`src/hdl/f2p_pkg.sv`:
```
package f2p_pkg;

    localparam int MantW   = 53;
    localparam int ProdW   = MantW + 15;
    localparam int RndW    = MantW + 2;
    localparam int ShW     = 6;
    localparam int ExpW    = 13;
    localparam int SampleW = 64;
    localparam int PcmW    = 16;

    localparam logic signed [PcmW-1:0] PcmPos = 16'sd32767;
    localparam logic signed [PcmW-1:0] PcmNeg = -16'sd32768;

    // smallest unbiased exponent still classed CLS_NORM; any exponent below it gives zero
    localparam logic signed [ExpW-1:0] MinExp = -13'sd24;

    typedef enum logic [1:0] {
        CLS_ZERO,
        CLS_NORM,
        CLS_POS_SAT,
        CLS_NEG_SAT
    } t_cls;

    typedef struct packed {
        t_cls                    cls;
        logic                    neg;
        logic                    dbl;
        logic signed [ShW-1:0]   uexp;
        logic [MantW-1:0]        mant;
    } t_dec;

endpackage

```
`src/hdl/float_to_pcm16_converter.sv`:
```
// Channel  | Signals                          | Payload
// s (in)   | i_s_tvalid o_s_tready i_s_tdata  | sample_bits[63:0]
// m (out)  | o_m_tvalid i_m_tready o_m_tdata  | pcm_sample[15:0]
// cfg      | i_cfg_valid o_cfg_ready i_cfg_data | source_is_double
//
// Decode and scale by 32767 (32768 if negative), round to source
// precision, shift and saturate. One word per cycle is accepted unless
// a full pipe stalls. Synchronous active-low reset clears valid bits
// and source_is_double. Each stage advances when the one after it is
// empty or advancing, so bubbles close up while the output word waits.
module float_to_pcm16_converter (
    input  logic        i_clk,
    input  logic        i_rst_n,
    input  logic        i_s_tvalid,
    output logic        o_s_tready,
    input  logic [63:0] i_s_tdata,   // [63:0] sample_bits
    output logic        o_m_tvalid,
    input  logic        i_m_tready,
    output logic [15:0] o_m_tdata,   // [15:0] pcm_sample
    input  logic        i_cfg_valid,
    output logic        o_cfg_ready,
    input  logic        i_cfg_data   // [0] source_is_double
);

    logic r_dbl;

    f2p_pkg::t_dec dec;

    logic                          r_s1_v, r_s2_v, r_s3_v;
    f2p_pkg::t_dec                 r_s1_dec;
    logic [f2p_pkg::ProdW-1:0]     r_s1_prod;
    f2p_pkg::t_cls                 r_s2_cls;
    logic                          r_s2_neg;
    logic [f2p_pkg::RndW-1:0]      r_s2_rnd;
    logic [f2p_pkg::ShW-1:0]       r_s2_sh;
    logic [15:0]                   r_s2_nmag;
    logic [15:0]                   r_s3_pcm;

    logic                          rdy1, rdy2, rdy3;
    logic [f2p_pkg::ProdW-1:0]     n_s1_prod;
    logic [f2p_pkg::RndW-1:0]      n_s2_rnd;
    logic [f2p_pkg::ShW-1:0]       n_s2_sh;
    logic [15:0]                   n_s2_nmag;
    logic [15:0]                   n_s3_pcm;
    logic [f2p_pkg::MantW:0]       keep;
    logic                          gbit, sticky;
    logic [5:0]                    kdrop;
    logic signed [7:0]             sh_full;
    logic signed [7:0]             nsh_full;
    logic [f2p_pkg::MantW-1:0]     nsh_val;
    logic [f2p_pkg::RndW-1:0]      pint;

    assign o_cfg_ready = 1'b1;

    always_ff @(posedge i_clk) begin
        if (!i_rst_n) begin
            r_dbl <= 1'b0;
        end else if (i_cfg_valid) begin
            r_dbl <= i_cfg_data;
        end
    end

    assign rdy3       = !r_s3_v || i_m_tready;
    assign rdy2       = !r_s2_v || rdy3;
    assign rdy1       = !r_s1_v || rdy2;
    assign o_s_tready = rdy1;

    f2p_decode u_dec (
        .i_bits (i_s_tdata),
        .i_dbl  (r_dbl),
        .o_dec  (dec)
    );

    // times 32767 as one shift and subtract
    assign n_s1_prod = {dec.mant, 15'b0} - {15'b0, dec.mant};

    // round to source precision: drop 14 or 15 bits (double), 43 or 44 (single)
    always_comb begin
        case ({r_s1_dec.dbl, r_s1_prod[f2p_pkg::ProdW-1]})
            2'b10: begin
                kdrop  = 6'd14;
                keep   = r_s1_prod[67:14];
                gbit   = r_s1_prod[13];
                sticky = |r_s1_prod[12:0];
            end
            2'b11: begin
                kdrop  = 6'd15;
                keep   = {1'b0, r_s1_prod[67:15]};
                gbit   = r_s1_prod[14];
                sticky = |r_s1_prod[13:0];
            end
            2'b00: begin
                kdrop  = 6'd43;
                keep   = {29'b0, r_s1_prod[67:43]};
                gbit   = r_s1_prod[42];
                sticky = |r_s1_prod[41:0];
            end
            default: begin
                kdrop  = 6'd44;
                keep   = {30'b0, r_s1_prod[67:44]};
                gbit   = r_s1_prod[43];
                sticky = |r_s1_prod[42:0];
            end
        endcase
        n_s2_rnd  = {1'b0, keep} + {{(f2p_pkg::RndW-1){1'b0}}, gbit & (sticky | keep[0])};
        sh_full   = 8'sd52 - $signed({2'b00, kdrop}) - 8'(r_s1_dec.uexp);
        n_s2_sh   = sh_full[f2p_pkg::ShW-1:0];
        nsh_full  = 8'sd37 - 8'(r_s1_dec.uexp);
        nsh_val   = r_s1_dec.mant >> nsh_full[f2p_pkg::ShW-1:0];
        n_s2_nmag = nsh_val[15:0];
    end

    always_comb begin
        pint = r_s2_rnd >> r_s2_sh;
        case (r_s2_cls)
            f2p_pkg::CLS_POS_SAT: n_s3_pcm = f2p_pkg::PcmPos;
            f2p_pkg::CLS_NEG_SAT: n_s3_pcm = f2p_pkg::PcmNeg;
            f2p_pkg::CLS_NORM: begin
                if (r_s2_neg) begin
                    n_s3_pcm = 16'd0 - r_s2_nmag;
                end else if (|pint[f2p_pkg::RndW-1:15]) begin
                    n_s3_pcm = f2p_pkg::PcmPos;
                end else begin
                    n_s3_pcm = {1'b0, pint[14:0]};
                end
            end
            default: n_s3_pcm = 16'd0;
        endcase
    end

    always_ff @(posedge i_clk) begin
        if (!i_rst_n) begin
            r_s1_v <= 1'b0;
            r_s2_v <= 1'b0;
            r_s3_v <= 1'b0;
        end else begin
            if (rdy1) r_s1_v <= i_s_tvalid;
            if (rdy2) r_s2_v <= r_s1_v;
            if (rdy3) r_s3_v <= r_s2_v;
        end
    end

    always_ff @(posedge i_clk) begin
        if (rdy1) begin
            r_s1_dec  <= dec;
            r_s1_prod <= n_s1_prod;
        end
        if (rdy2) begin
            r_s2_cls  <= r_s1_dec.cls;
            r_s2_neg  <= r_s1_dec.neg;
            r_s2_rnd  <= n_s2_rnd;
            r_s2_sh   <= n_s2_sh;
            r_s2_nmag <= n_s2_nmag;
        end
        if (rdy3) begin
            r_s3_pcm <= n_s3_pcm;
        end
    end

    assign o_m_tvalid = r_s3_v;
    assign o_m_tdata  = r_s3_pcm;

endmodule

```
`src/hdl/f2p_decode.sv`:
```
module f2p_decode (
    input  logic [f2p_pkg::SampleW-1:0] i_bits,
    input  logic                        i_dbl,
    output f2p_pkg::t_dec               o_dec
);

    logic [10:0]                     exp_f;
    logic                            exp_max;
    logic                            frac_nz;
    logic signed [f2p_pkg::ExpW-1:0] uexp;

    always_comb begin
        if (i_dbl) begin
            exp_f   = i_bits[62:52];
            exp_max = &i_bits[62:52];
            frac_nz = |i_bits[51:0];
            uexp    = $signed({2'b00, i_bits[62:52]}) - 13'sd1023;
            o_dec.mant = {1'b1, i_bits[51:0]};
            o_dec.neg  = i_bits[63];
        end else begin
            exp_f   = {3'b000, i_bits[30:23]};
            exp_max = &i_bits[30:23];
            frac_nz = |i_bits[22:0];
            uexp    = $signed({5'b00000, i_bits[30:23]}) - 13'sd127;
            o_dec.mant = {1'b1, i_bits[22:0], 29'b0};
            o_dec.neg  = i_bits[31];
        end
        o_dec.dbl  = i_dbl;
        o_dec.uexp = uexp[f2p_pkg::ShW-1:0];

        if (exp_max && frac_nz) begin
            o_dec.cls = f2p_pkg::CLS_ZERO;
        end else if (exp_f == 11'd0) begin
            o_dec.cls = f2p_pkg::CLS_ZERO;
        end else if (uexp >= 13'sd0) begin
            // magnitude at least one, infinities included
            o_dec.cls = o_dec.neg ? f2p_pkg::CLS_NEG_SAT : f2p_pkg::CLS_POS_SAT;
        end else if (uexp < f2p_pkg::MinExp) begin
            o_dec.cls = f2p_pkg::CLS_ZERO;
        end else begin
            o_dec.cls = f2p_pkg::CLS_NORM;
        end
    end

endmodule

```
`config.mk`:
```
export PLATFORM = sky130hd
export DESIGN_NAME = float_to_pcm16_converter
export DESIGN_NICKNAME = d
export VERILOG_FILES = /design/src/hdl/f2p_pkg.sv /design/src/hdl/float_to_pcm16_converter.sv /design/src/hdl/f2p_decode.sv
export SDC_FILE = /design/constraint.sdc
export NUM_CORES = 1
export LEC_CHECK = 0
export BUFFER_PORTS_ARGS = -buffer_cell sky130_fd_sc_hd__buf_4
export CORE_MARGIN = 3
export CORE_UTILIZATION = 35
export CTS_CLUSTER_DIAMETER = 50
export DETAILED_ROUTE_END_ITERATION = 12
export GPL_TIMING_DRIVEN = 0
export SYNTH_ARGS = -nofsm -noshare
export SYNTH_HDL_FRONTEND = slang
export SYNTH_SLANG_ARGS = --single-unit
```
`constraint.sdc`:
```
create_clock -name i_clk -period 7.1 [get_ports i_clk]
set_input_delay 1.42 -clock i_clk [delete_from_list [all_inputs] [get_ports i_clk]]
set_output_delay 1.42 -clock i_clk [all_outputs]
set_load 0.005 [all_outputs]
```
## Yosys cells after proc, flatten, opt, wreduce, memory -nomap -nowiden

Index checks and enable logic that the tools add are counted.

| cells by class | value |
|---|---|
| add/sub/neg operators | 8 |
| multiply operators | 0 |
| div/mod/pow operators | 0 |
| $lt $le $gt $ge | 2 |
| equal/unequal tests | 5 |
| shifts and indexed selects | 2 |
| multiplexer cells | 16 |
| bitwise operators | 2 |
| reduce and logical (&&, ||, !) cells | 19 |

Operators with widths:

| operator | count |
|---|---|
| one-hot mux 54 bit (3 select lines) | 1 |
| subtractor 68 x 53 -> 68 bit | 1 |
| adder 54 x 1 -> 55 bit | 1 |
| right shift 55 x 6 -> 55 bit | 1 |
| right shift 53 x 6 -> 16 bit | 1 |
| 2-to-1 mux 52 bit | 1 |
| OR reduction 52 bit | 1 |
| one-hot mux 16 bit (3 select lines) | 1 |
| OR reduction 43 bit | 1 |
| OR reduction 42 bit | 1 |
| OR reduction 40 bit | 1 |
| OR reduction 23 bit | 1 |
| one-hot mux 6 bit (3 select lines) | 1 |
| 2-to-1 mux 16 bit | 1 |
| subtractor 1 x 16 -> 16 bit (first input constant) | 1 |
| 2-to-1 mux 15 bit | 1 |
| OR reduction 14 bit | 1 |
| >= comparator 13 x 1 -> 1 bit (second input constant) | 1 |
| less-than comparator 13 x 6 -> 1 bit (second input constant) | 1 |
| 2-to-1 mux 13 bit | 1 |
| OR reduction 13 bit | 1 |
| subtractor 11 x 10 -> 12 bit (second input constant) | 1 |
| subtractor 6 bit (first input constant) | 2 |
| logical NOT 11 bit | 1 |
| 17 further kinds | 29 |

| word-level totals | value |
|---|---|
| register bits | 231 |
| latch bits | 0 |
| memory bits (writable) | 0 |
| ROM bits | 0 |
| bits of input ports | 70 |
| logic and storage cells | 70 |
| memories kept | 0 |

## Longest topological paths before layout

Gate-level depths: netlist of run 1.

| logic depth | value |
|---|---|
| depth in word-level cells | 5 |
| gate-level depth with buffers | 20 |

## Modules after synthesis

Synthesis of run 1 repeated with hierarchy kept, for this count alone.

| unflattened totals | value |
|---|---|
| cells, all modules | 2098 |
| area total of the unflattened synthesis | 20141.8 µm² |

By module, submodules not included:

| module | times used | cells each | area each (µm²) | seq. area each (µm²) |
|---|---|---|---|---|
| float_to_pcm16_converter | 1 | 1947 | 19038.3 | 6866.6 |
| f2p_decode | 1 | 151 | 1103.6 | 0.0 |

## Worst setup path before layout of run 1

OpenSTA, ideal clock, no wires.

| timing path | value |
|---|---|
| path kind | input-to-reg |
| from | input port i_m_tready |
| to | register r_s1_dec[10] (netlist bit) (enable) |
| setup time | 1.463 ns |
| data arrival time | 4.602 ns |
| path slack | 1.035 ns |
| cell stages on the path | 2 |
| path buffers | 0 |
| cells stage by stage | nor2b_1 -> nand3_1 |

| between the ends | value |
|---|---|
| word-level cells in the longest chain between the ends | 3 |

RTL lines:

| what | line | source |
|---|---|---|
| from (decl) | float_to_pcm16_converter.sv:18 | `input logic i_m_tready,` |
| logical OR 1 bit | float_to_pcm16_converter.sv:63 | `assign rdy3 = !r_s3_v \|\| i_m_tready;` |
| logical OR 1 bit | float_to_pcm16_converter.sv:64 | `assign rdy2 = !r_s2_v \|\| rdy3;` |
| logical OR 1 bit | float_to_pcm16_converter.sv:65 | `assign rdy1 = !r_s1_v \|\| rdy2;` |
| named net o_s_tready | float_to_pcm16_converter.sv:15 | `output logic o_s_tready,` |
| to (signal assigned) | float_to_pcm16_converter.sv:145 | `r_s1_dec <= dec;` |
| to (decl) | float_to_pcm16_converter.sv:30 | `f2p_pkg::t_dec r_s1_dec;` |

The timed path passes the listed nets, and every way through them passes these cells.
A chain may end at the register's enable or synchronous reset.

## Worst setup path in the final report of run 1

| timing path | value |
|---|---|
| from | register r_s1_dec[59] (netlist bit) |
| to | register r_s2_rnd[52] (netlist bit) (data pin) |

| between the ends | value |
|---|---|
| word-level cells in the longest chain between the ends | 5 |

RTL lines:

| what | line | source |
|---|---|---|
| equality test 2 bit / logical NOT 2 bit (equally long branches) | float_to_pcm16_converter.sv:79 | `case ({r_s1_dec.dbl, r_s1_prod[f2p_pkg::ProdW-1]})` |
| one-hot mux 1 bit (3 select lines) / one-hot mux 54 bit (3 select lines) (equally long branches) | float_to_pcm16_converter.sv:79 |  |
| bitwise OR 1 bit | float_to_pcm16_converter.sv:105 | `n_s2_rnd = {1'b0, keep} + {{(f2p_pkg::RndW-1){1'b0}}, gbit & (sticky \| keep[0])};` |
| bitwise AND 1 bit | float_to_pcm16_converter.sv:105 |  |
| adder 54 x 1 -> 55 bit * | float_to_pcm16_converter.sv:105 |  |
| named net n_s2_rnd, one bit | float_to_pcm16_converter.sv:41 | `logic [f2p_pkg::RndW-1:0] n_s2_rnd;` |
| to (signal assigned) | float_to_pcm16_converter.sv:151 | `r_s2_rnd <= n_s2_rnd;` |
| to (decl) | float_to_pcm16_converter.sv:34 | `logic [f2p_pkg::RndW-1:0] r_s2_rnd;` |

Mark *: on every way through the listed nets, which the timed path passes. The rest lies on a longest branch.

==> impl_metrics.env, run 1 <==
export IMPL_die_height_microns=245
export IMPL_place_port_buffers=86
export IMPL_p_sw_mw=2.34
export IMPL_clk_pin_slew_worst_paths_ns=0.06
export IMPL_yosysWarnings=0
export IMPL_drcViolationCount=0
export IMPL_grt_max_degree=77
export IMPL_synth_main_ff_cell="edfxtp_1"
export IMPL_worst_pin_slew_ns=0.983
export IMPL_startpoint_type="flip-flop"
export IMPL_synth_edf_count=225
export IMPL_status="complete, no violations"
export IMPL_async_flop_share_pct=0
export IMPL_power_internal_mw=3.49
export IMPL_swShare_pct=40.2
export IMPL_dr_pass1_iters=9
export IMPL_clockPowerShare_pct=25.6
export IMPL_pin_count=89
export IMPL_cts_buffers_inserted=30
export IMPL_min_period_over_period_pct=93.0
export IMPL_grt_use_total_pct=23.7
export IMPL_vias_per_cell=6.04
export IMPL_core_area_sq_um=56500
export IMPL_area_growth_pct=13.6
export IMPL_wl_per_cell_microns=23.5
export IMPL_hold_viol_final=0
export IMPL_yosys_top_cells_area="edfxtp_1 34%, mux4_2 6.7%, mux2i_1 6.1%, nand2_1 4.8%, a21oi_1 4.3%"
export IMPL_drtIter0Drc=2257
export IMPL_cts_setup_buffers=0
export IMPL_path_class="flip-flop to flip-flop"
export IMPL_cts_tree="done"
export IMPL_peakVddDrop_mv=0.197
export IMPL_synth_area_leader_cell="edfxtp_1"
export IMPL_htree_levels=1
export IMPL_crit_arrival_ns=6.90
export IMPL_diodes=0
export IMPL_synth_seq_cells=229
export IMPL_path_max_fanout=10
export IMPL_p_leak_nw=8.85
export IMPL_worstPathRequired_ns=7.40
export IMPL_final_nets=2473
export IMPL_slew_headroom_pct=32.6
export IMPL_place_congestion=0.973
export IMPL_yosysUniqueCellTypes=83
export IMPL_die_area_sq_um=60200
export IMPL_grt_pass1_wl_mm=111
export IMPL_hold_slack_ns=0.420
export IMPL_grt_pass1_vias=18100
export IMPL_fill_cells=5641
export IMPL_finalMaxSlewViolations=0
export IMPL_seqPwrFrac_pct=34.0
export IMPL_syn_avg_cell_area_sq_um=9.00
export IMPL_overflow=0
export IMPL_fin_skew_ns=0.0302
export IMPL_cts_sinks=229
export IMPL_grt_antenna_before_repair=3
export IMPL_initial_core_util_pct=35.5
export IMPL_syn_cell_area_sq_um=20100
export IMPL_cts_hold_buf=0
export IMPL_routed_wl_mm=73.4
export IMPL_fin_crit_ns=6.60
export IMPL_cts_path_max_buffers=3
export IMPL_hp_class="flip-flop to flip-flop"
export IMPL_critPathCaptureType="flip-flop"
export IMPL_combinationalPowerShare_pct=40.4
export IMPL_synth_nets=2353
export IMPL_die_w_microns=245
export IMPL_cap_violations=0
export IMPL_power_mw=5.83
export IMPL_ctsResizeCount=0
export IMPL_synth_commonest_cells="257 x nand2_1, 225 x edfxtp_1, 206 x nor2_1"
export IMPL_dr_total_vias=18900
export IMPL_clk_latency_ns=0.58
export IMPL_rsz0062_at_grt="false"
export IMPL_post_dp_hpwl_mm=59.0
export IMPL_drive_gt1_share_pct=12.0
export IMPL_row_count=87
export IMPL_ant_nets=0
export IMPL_yosysMostFrequentCell="nand2_1"
export IMPL_fin_util_pct=40.3
export IMPL_syn_inst=2228
export IMPL_yosysSeqAreaShare_pct=34.1
export IMPL_max_freq_ghz=0.151
export IMPL_power_density_nw_per_um2=256
export IMPL_cts_root_buf="clkbuf_16"
export IMPL_synth_top_area_share_pct=33.7
export IMPL_setup_violations=0
sequential cells by signal, indices dropped and copies added, names as in the netlist, 2 cells and up:
signal     flops
r_s2_rnd      55
r_s1_prod     68
o_m_tdata     16
r_s1_dec      61
r_s2_cls       2
r_s2_nmag     16
r_s2_sh        6
logic make-up (layout without fill, tap and decap cells):
group                      Yosys count  count (layout)  share of synthesized area (%)
AOI/OAI and AO/OA                  573             573                           19.0
xor gates and xnor gates           129             129                           5.63
adders and majority gates           56              56                           3.52
buffers and inverters              246             390                           4.95
DFF                                229             229                           34.1
muxes                              208             208                           14.3
other                                1               1                         0.0187
and+or+nand+nor                    786             786                           18.5
cell usage in the layout, fill, tap and decap left out, types with 10 or more instances in the layout:
master	n
a21oi_1	171
mux2i_1	122
o211ai_1	11
a222oi_1	26
buf_1	23
clkbuf_1	103
and3_1	10
nand2b_1	11
or3_1	10
mux4_2	60
a211oi_1	52
and2_1	28
o31ai_1	13
edfxtp_1	225
nor4_1	42
ha_1	54
a32oi_1	12
a22oi_1	24
o22ai_1	23
mux2_2	26
nor3_1	75
buf_4	93
a21o_1	34
nor2b_1	20
clkbuf_16	31
nand3_1	60
nand2_1	256
xor2_1	64
inv_1	86
o21ai_0	85
a31oi_1	31
buf_2	21
nand4_1	19
or4_1	13
xnor2_1	65
nor2_1	206
critical path, cell delays in order, from the launching register on:
cell and delay, ns:
edfxtp_1 0.53, inv_1 0.17, ha_1 0.16, clkbuf_1 0.40
clkbuf_1 0.48, buf_1 0.56, clkbuf_1 0.55, buf_1 0.53
buf_1 0.59, nand3_1 0.13, o31ai_1 0.11, ha_1 0.29
inv_1 0.10, a211oi_2 0.36, nand3_2 0.22, nor3_2 0.32
and3b_1 0.22, buf_2 0.16, nand3_1 0.16, nor2_1 0.17
xor2_1 0.08
layout make-up:
class	instances	area [sq um]	area share, %
plain buffers	155	651	2.86
clock buffers	35	811	3.56
clock inverters	21	218	0.956
inverters	90	338	1.48
multi-input cells	1753	12200	53.8
flip-flops and latches	229	6840	30.0
well taps	756	946	4.15
repair buffers	89	728	3.20
stage by stage:
step / cells / setup slack, ns / area [sq um] / TNS, ns
finish: 3128 / 0.497 / 22800 / 0
global route: 3128 / 0.180 / 22800 / 0
CTS: 3129 / 0.373 / 22800 / 0
detailed placement: 3073 / 0.454 / 21700 / 0
global placement: 3070 / -2.23 / 21600 / -170.90
floorplan: 2228 / 1.04 / 20100 / 0
power groups by stage:
stage	clock (mW)	sequential, mW	combinational (mW)
after floorplan	0	1.89	1.60
after global routing	1.59	2.00	2.55
after detailed placement	0	1.99	2.30
final	1.49	1.98	2.36
after global placement	0	1.99	2.30
after CTS	1.53	1.97	2.31
metal layers:
metal | vias up | GRT usage (%) | wire length, microns | part of all wire [%]
li1 | 8697 | - | - | -
met1 | 9162 | 33.5 | 32700 | 45
met2 | 901 | 38.1 | 33200 | 45
met3 | 137 | 2.99 | 5240 | 7.1
met4 | 4 | 6.69 | 2230 | 3.0
met5 | - | 0 | 24 | 0.033
final timing paths:
path / start / endpoint / slack (ns) / cells after the start
setup / recovery: r_s1_dec[59]$_DFFE_PP_ / r_s2_rnd[52]$_DFFE_PP_ / 0.50 / 20
hold / removal: r_s1_dec[62]$_SDFFCE_PP0P_ / r_s2_cls[1]$_DFFE_PP_ / 0.42 / 0
setup reg to reg: r_s1_dec[59]$_DFFE_PP_ / r_s2_rnd[52]$_DFFE_PP_ / 0.50 / 20
hold reg to reg: r_s1_dec[62]$_SDFFCE_PP0P_ / r_s2_cls[1]$_DFFE_PP_ / 0.42 / 0
Note: power is estimated with default switching activity, not from simulation.
==> inputs of run 2 (changes only) <==
==> constraint.sdc (replaced) <==
create_clock -name i_clk -period 5.6 [get_ports i_clk]
set_input_delay 1.12 -clock i_clk [delete_from_list [all_inputs] [get_ports i_clk]]
set_output_delay 1.12 -clock i_clk [all_outputs]
set_load 0.005 [all_outputs]
==> run 2 against run 1 <==
Net effect: via count up 0.56%; worst setup slack worse by 0.17 ns; worst hold slack better by 0.0053 ns; non-clock buffer count down 2; critical endpoint is now r_s2_rnd[50]$_DFFE_PP_.
==> impl_metrics.env, run 2 (same netlist as run 1, synthesis figures left out) <==
export IMPL_die_area_sq_um=60200
export IMPL_postLayoutCellArea_sq_um=22700
export IMPL_slew_headroom_pct=29.9
export IMPL_htree_levels=1
export IMPL_critPathCaptureType="flip-flop"
export IMPL_crit_arrival_ns=5.65
export IMPL_crit_buf_inv=8
export IMPL_cpPeakStageDelay_ns=0.57
export IMPL_setup_violations=0
export IMPL_rsz0062_at_grt="false"
export IMPL_fin_crit_ns=5.28
export IMPL_ff2ff_setup_slack_ns=0.32
export IMPL_clockPowerShare_pct=24.1
export IMPL_largest_reg_flops=68
export IMPL_clk_pin_slew_worst_paths_ns=0.06
export IMPL_overflow=0
export IMPL_hold_viol_final=0
export IMPL_crit_family="buffers and inverters"
export IMPL_cts_tree="done"
export IMPL_combinationalPowerShare_pct=41.3
export IMPL_hp_class="flip-flop to flip-flop"
export IMPL_core_area_sq_um=56500
export IMPL_dpl_cell_count=3073
export IMPL_grt_max_degree=78
export IMPL_final_nets=2470
export IMPL_swShare_pct=40.3
export IMPL_timing_critical_path_mode_cell="buf_2"
export IMPL_reg_top3="r_s1_prod (68), r_s1_dec (61), r_s2_rnd (55)"
export IMPL_p_leak_nw=8.83
export IMPL_grt_pass1_vias=18000
export IMPL_area_growth_pct=13.0
export IMPL_setup_ws_ns=0.325
export IMPL_row_count=87
export IMPL_die_height_microns=245
export IMPL_drtIter0Drc=2127
export IMPL_worstPathCellList="inv_1 -> ha_1 -> clkbuf_1 -> clkbuf_2 -> buf_2 -> buf_2 -> buf_2 -> nand3_1 -> o31ai_1 -> ha_1 -> inv_1 -> a211oi_2 -> nand3_2 -> nor3_2 -> and3b_1 -> buf_2 -> nand3_1 -> nor2_1 -> xor2_1"
export IMPL_cts_hold_buf=0
export IMPL_cap_violations=0
export IMPL_cts_root_buf="clkbuf_16"
export IMPL_power_density_nw_per_um2=319
export IMPL_path_class="flip-flop to flip-flop"
export IMPL_fin_util_pct=40.1
export IMPL_fin_skew_ns=0.0183
export IMPL_largest_register="r_s1_prod"
export IMPL_drcViolationCount=0
export IMPL_initial_core_util_pct=35.5
export IMPL_worst_pin_slew_ns=1.05
export IMPL_place_congestion=1.00
export IMPL_cts_sinks=229
export IMPL_die_w_microns=245
export IMPL_place_port_buffers=86
export IMPL_post_place_ws_ns=-1.10
export IMPL_startpoint_type="flip-flop"
export IMPL_cts_buffers_inserted=29
export IMPL_min_period_over_period_pct=94.2
export IMPL_vias_per_cell=6.09
export IMPL_diodes=0
export IMPL_max_freq_ghz=0.190
export IMPL_dr_pass1_iters=7
export IMPL_status="complete, no violations"
export IMPL_stdcell_count=3123
export IMPL_cts_setup_buffers=0
export IMPL_grt_pass1_wl_mm=109
export IMPL_final_common_cell="nand2_1"
export IMPL_post_dp_hpwl_mm=57.9
export IMPL_routed_wl_mm=71.9
export IMPL_power_internal_mw=4.32
export IMPL_grt_antenna_before_repair=4
export IMPL_worstPathRequired_ns=5.97
export IMPL_drive_gt1_share_pct=12.1
export IMPL_dr_total_vias=19000
export IMPL_seqPwrFrac_pct=34.6
export IMPL_cts_path_max_buffers=3
export IMPL_p_sw_mw=2.92
export IMPL_finalMaxSlewViolations=0
export IMPL_pin_count=89
export IMPL_postPlaceCellArea_sq_um=21700
export IMPL_path_max_fanout=19
export IMPL_wl_per_cell_microns=23.0
export IMPL_slowest_stage="edfxtp_1"
export IMPL_clk_latency_ns=0.56
export IMPL_power_mw=7.24
export IMPL_most_common_layout_cells="256 x nand2_1, 225 x edfxtp_1, 205 x nor2_1"
export IMPL_peakVddDrop_mv=0.216
export IMPL_grt_use_total_pct=23.2
export IMPL_ant_nets=0
==> run 2: cell count changes in the layout (fill, tap and decap cells not counted), moves of 4 or more <==
cell / delta
buf_1: -5
clkbuf_1: -5
clkbuf_2: +4
clkinv_1: +4
clkinvlp_4: -4
==> run 2: per-stage QoR <==
step                      TNS [ns]  hold slack, ns
final                            0           0.426
after global routing             0           0.434
after CTS                        0           0.428
after detailed placement    -24.40           0.413
after global placement      -35.70           0.411
after floorplan                  0           0.400
==> run 2: path summary, 6_finish.rpt <==
path,from,end,depth (start not counted)
setup / recovery,r_s1_dec[59]$_DFFE_PP_,r_s2_rnd[50]$_DFFE_PP_,19
hold reg to reg,r_s1_dec[62]$_SDFFCE_PP0P_,r_s2_cls[1]$_DFFE_PP_,0
setup reg to reg,r_s1_dec[59]$_DFFE_PP_,r_s2_rnd[50]$_DFFE_PP_,19
hold / removal,r_s1_dec[62]$_SDFFCE_PP0P_,r_s2_cls[1]$_DFFE_PP_,0
==> run 2: per-layer routing <==
metal / share of wire (%) / up-vias / global-route usage, % / wire length (microns)
met4: 3.9 / 4 / 8.44 / 2790
li1: - / 8704 / - / -
met1: 43 / 9158 / 31.4 / 30600
met5: 0.045 / - / 0 / 32
met2: 45 / 983 / 37.5 / 32700
met3: 8.1 / 157 / 3.59 / 5820
==> run 2: what timing repair did <==
item                       CTS  global route
setup endpoints to repair   55            24
cloned                       0             0
gates resized for setup      8             6
==> run 2: power groups by stage <==
| stage | Combinational [mW] | Clock (mW) | Sequential, mW |
|---|---|---|---|
| 2_1_floorplan | 2.03 | 0 | 2.39 |
| 3_3_place_gp | 2.90 | 0 | 2.52 |
| 3_5_place_dp | 2.91 | 0 | 2.52 |
| 4_1_cts | 2.92 | 1.80 | 2.49 |
| 5_1_grt | 3.23 | 1.87 | 2.52 |
| 6_report | 2.99 | 1.75 | 2.50 |
==> run 2: cell type report <==
class / count / area (sq um)
Sequential cell: 229 / 6840
Inverter: 90 / 338
Buffer: 153 / 659
Tap cell: 756 / 946
Clock inverter: 21 / 173
Timing Repair Buffer: 89 / 728
Clock buffer: 32 / 737
Multi-Input combinational cell: 1753 / 12200
Fill cell: 5596 / 33800
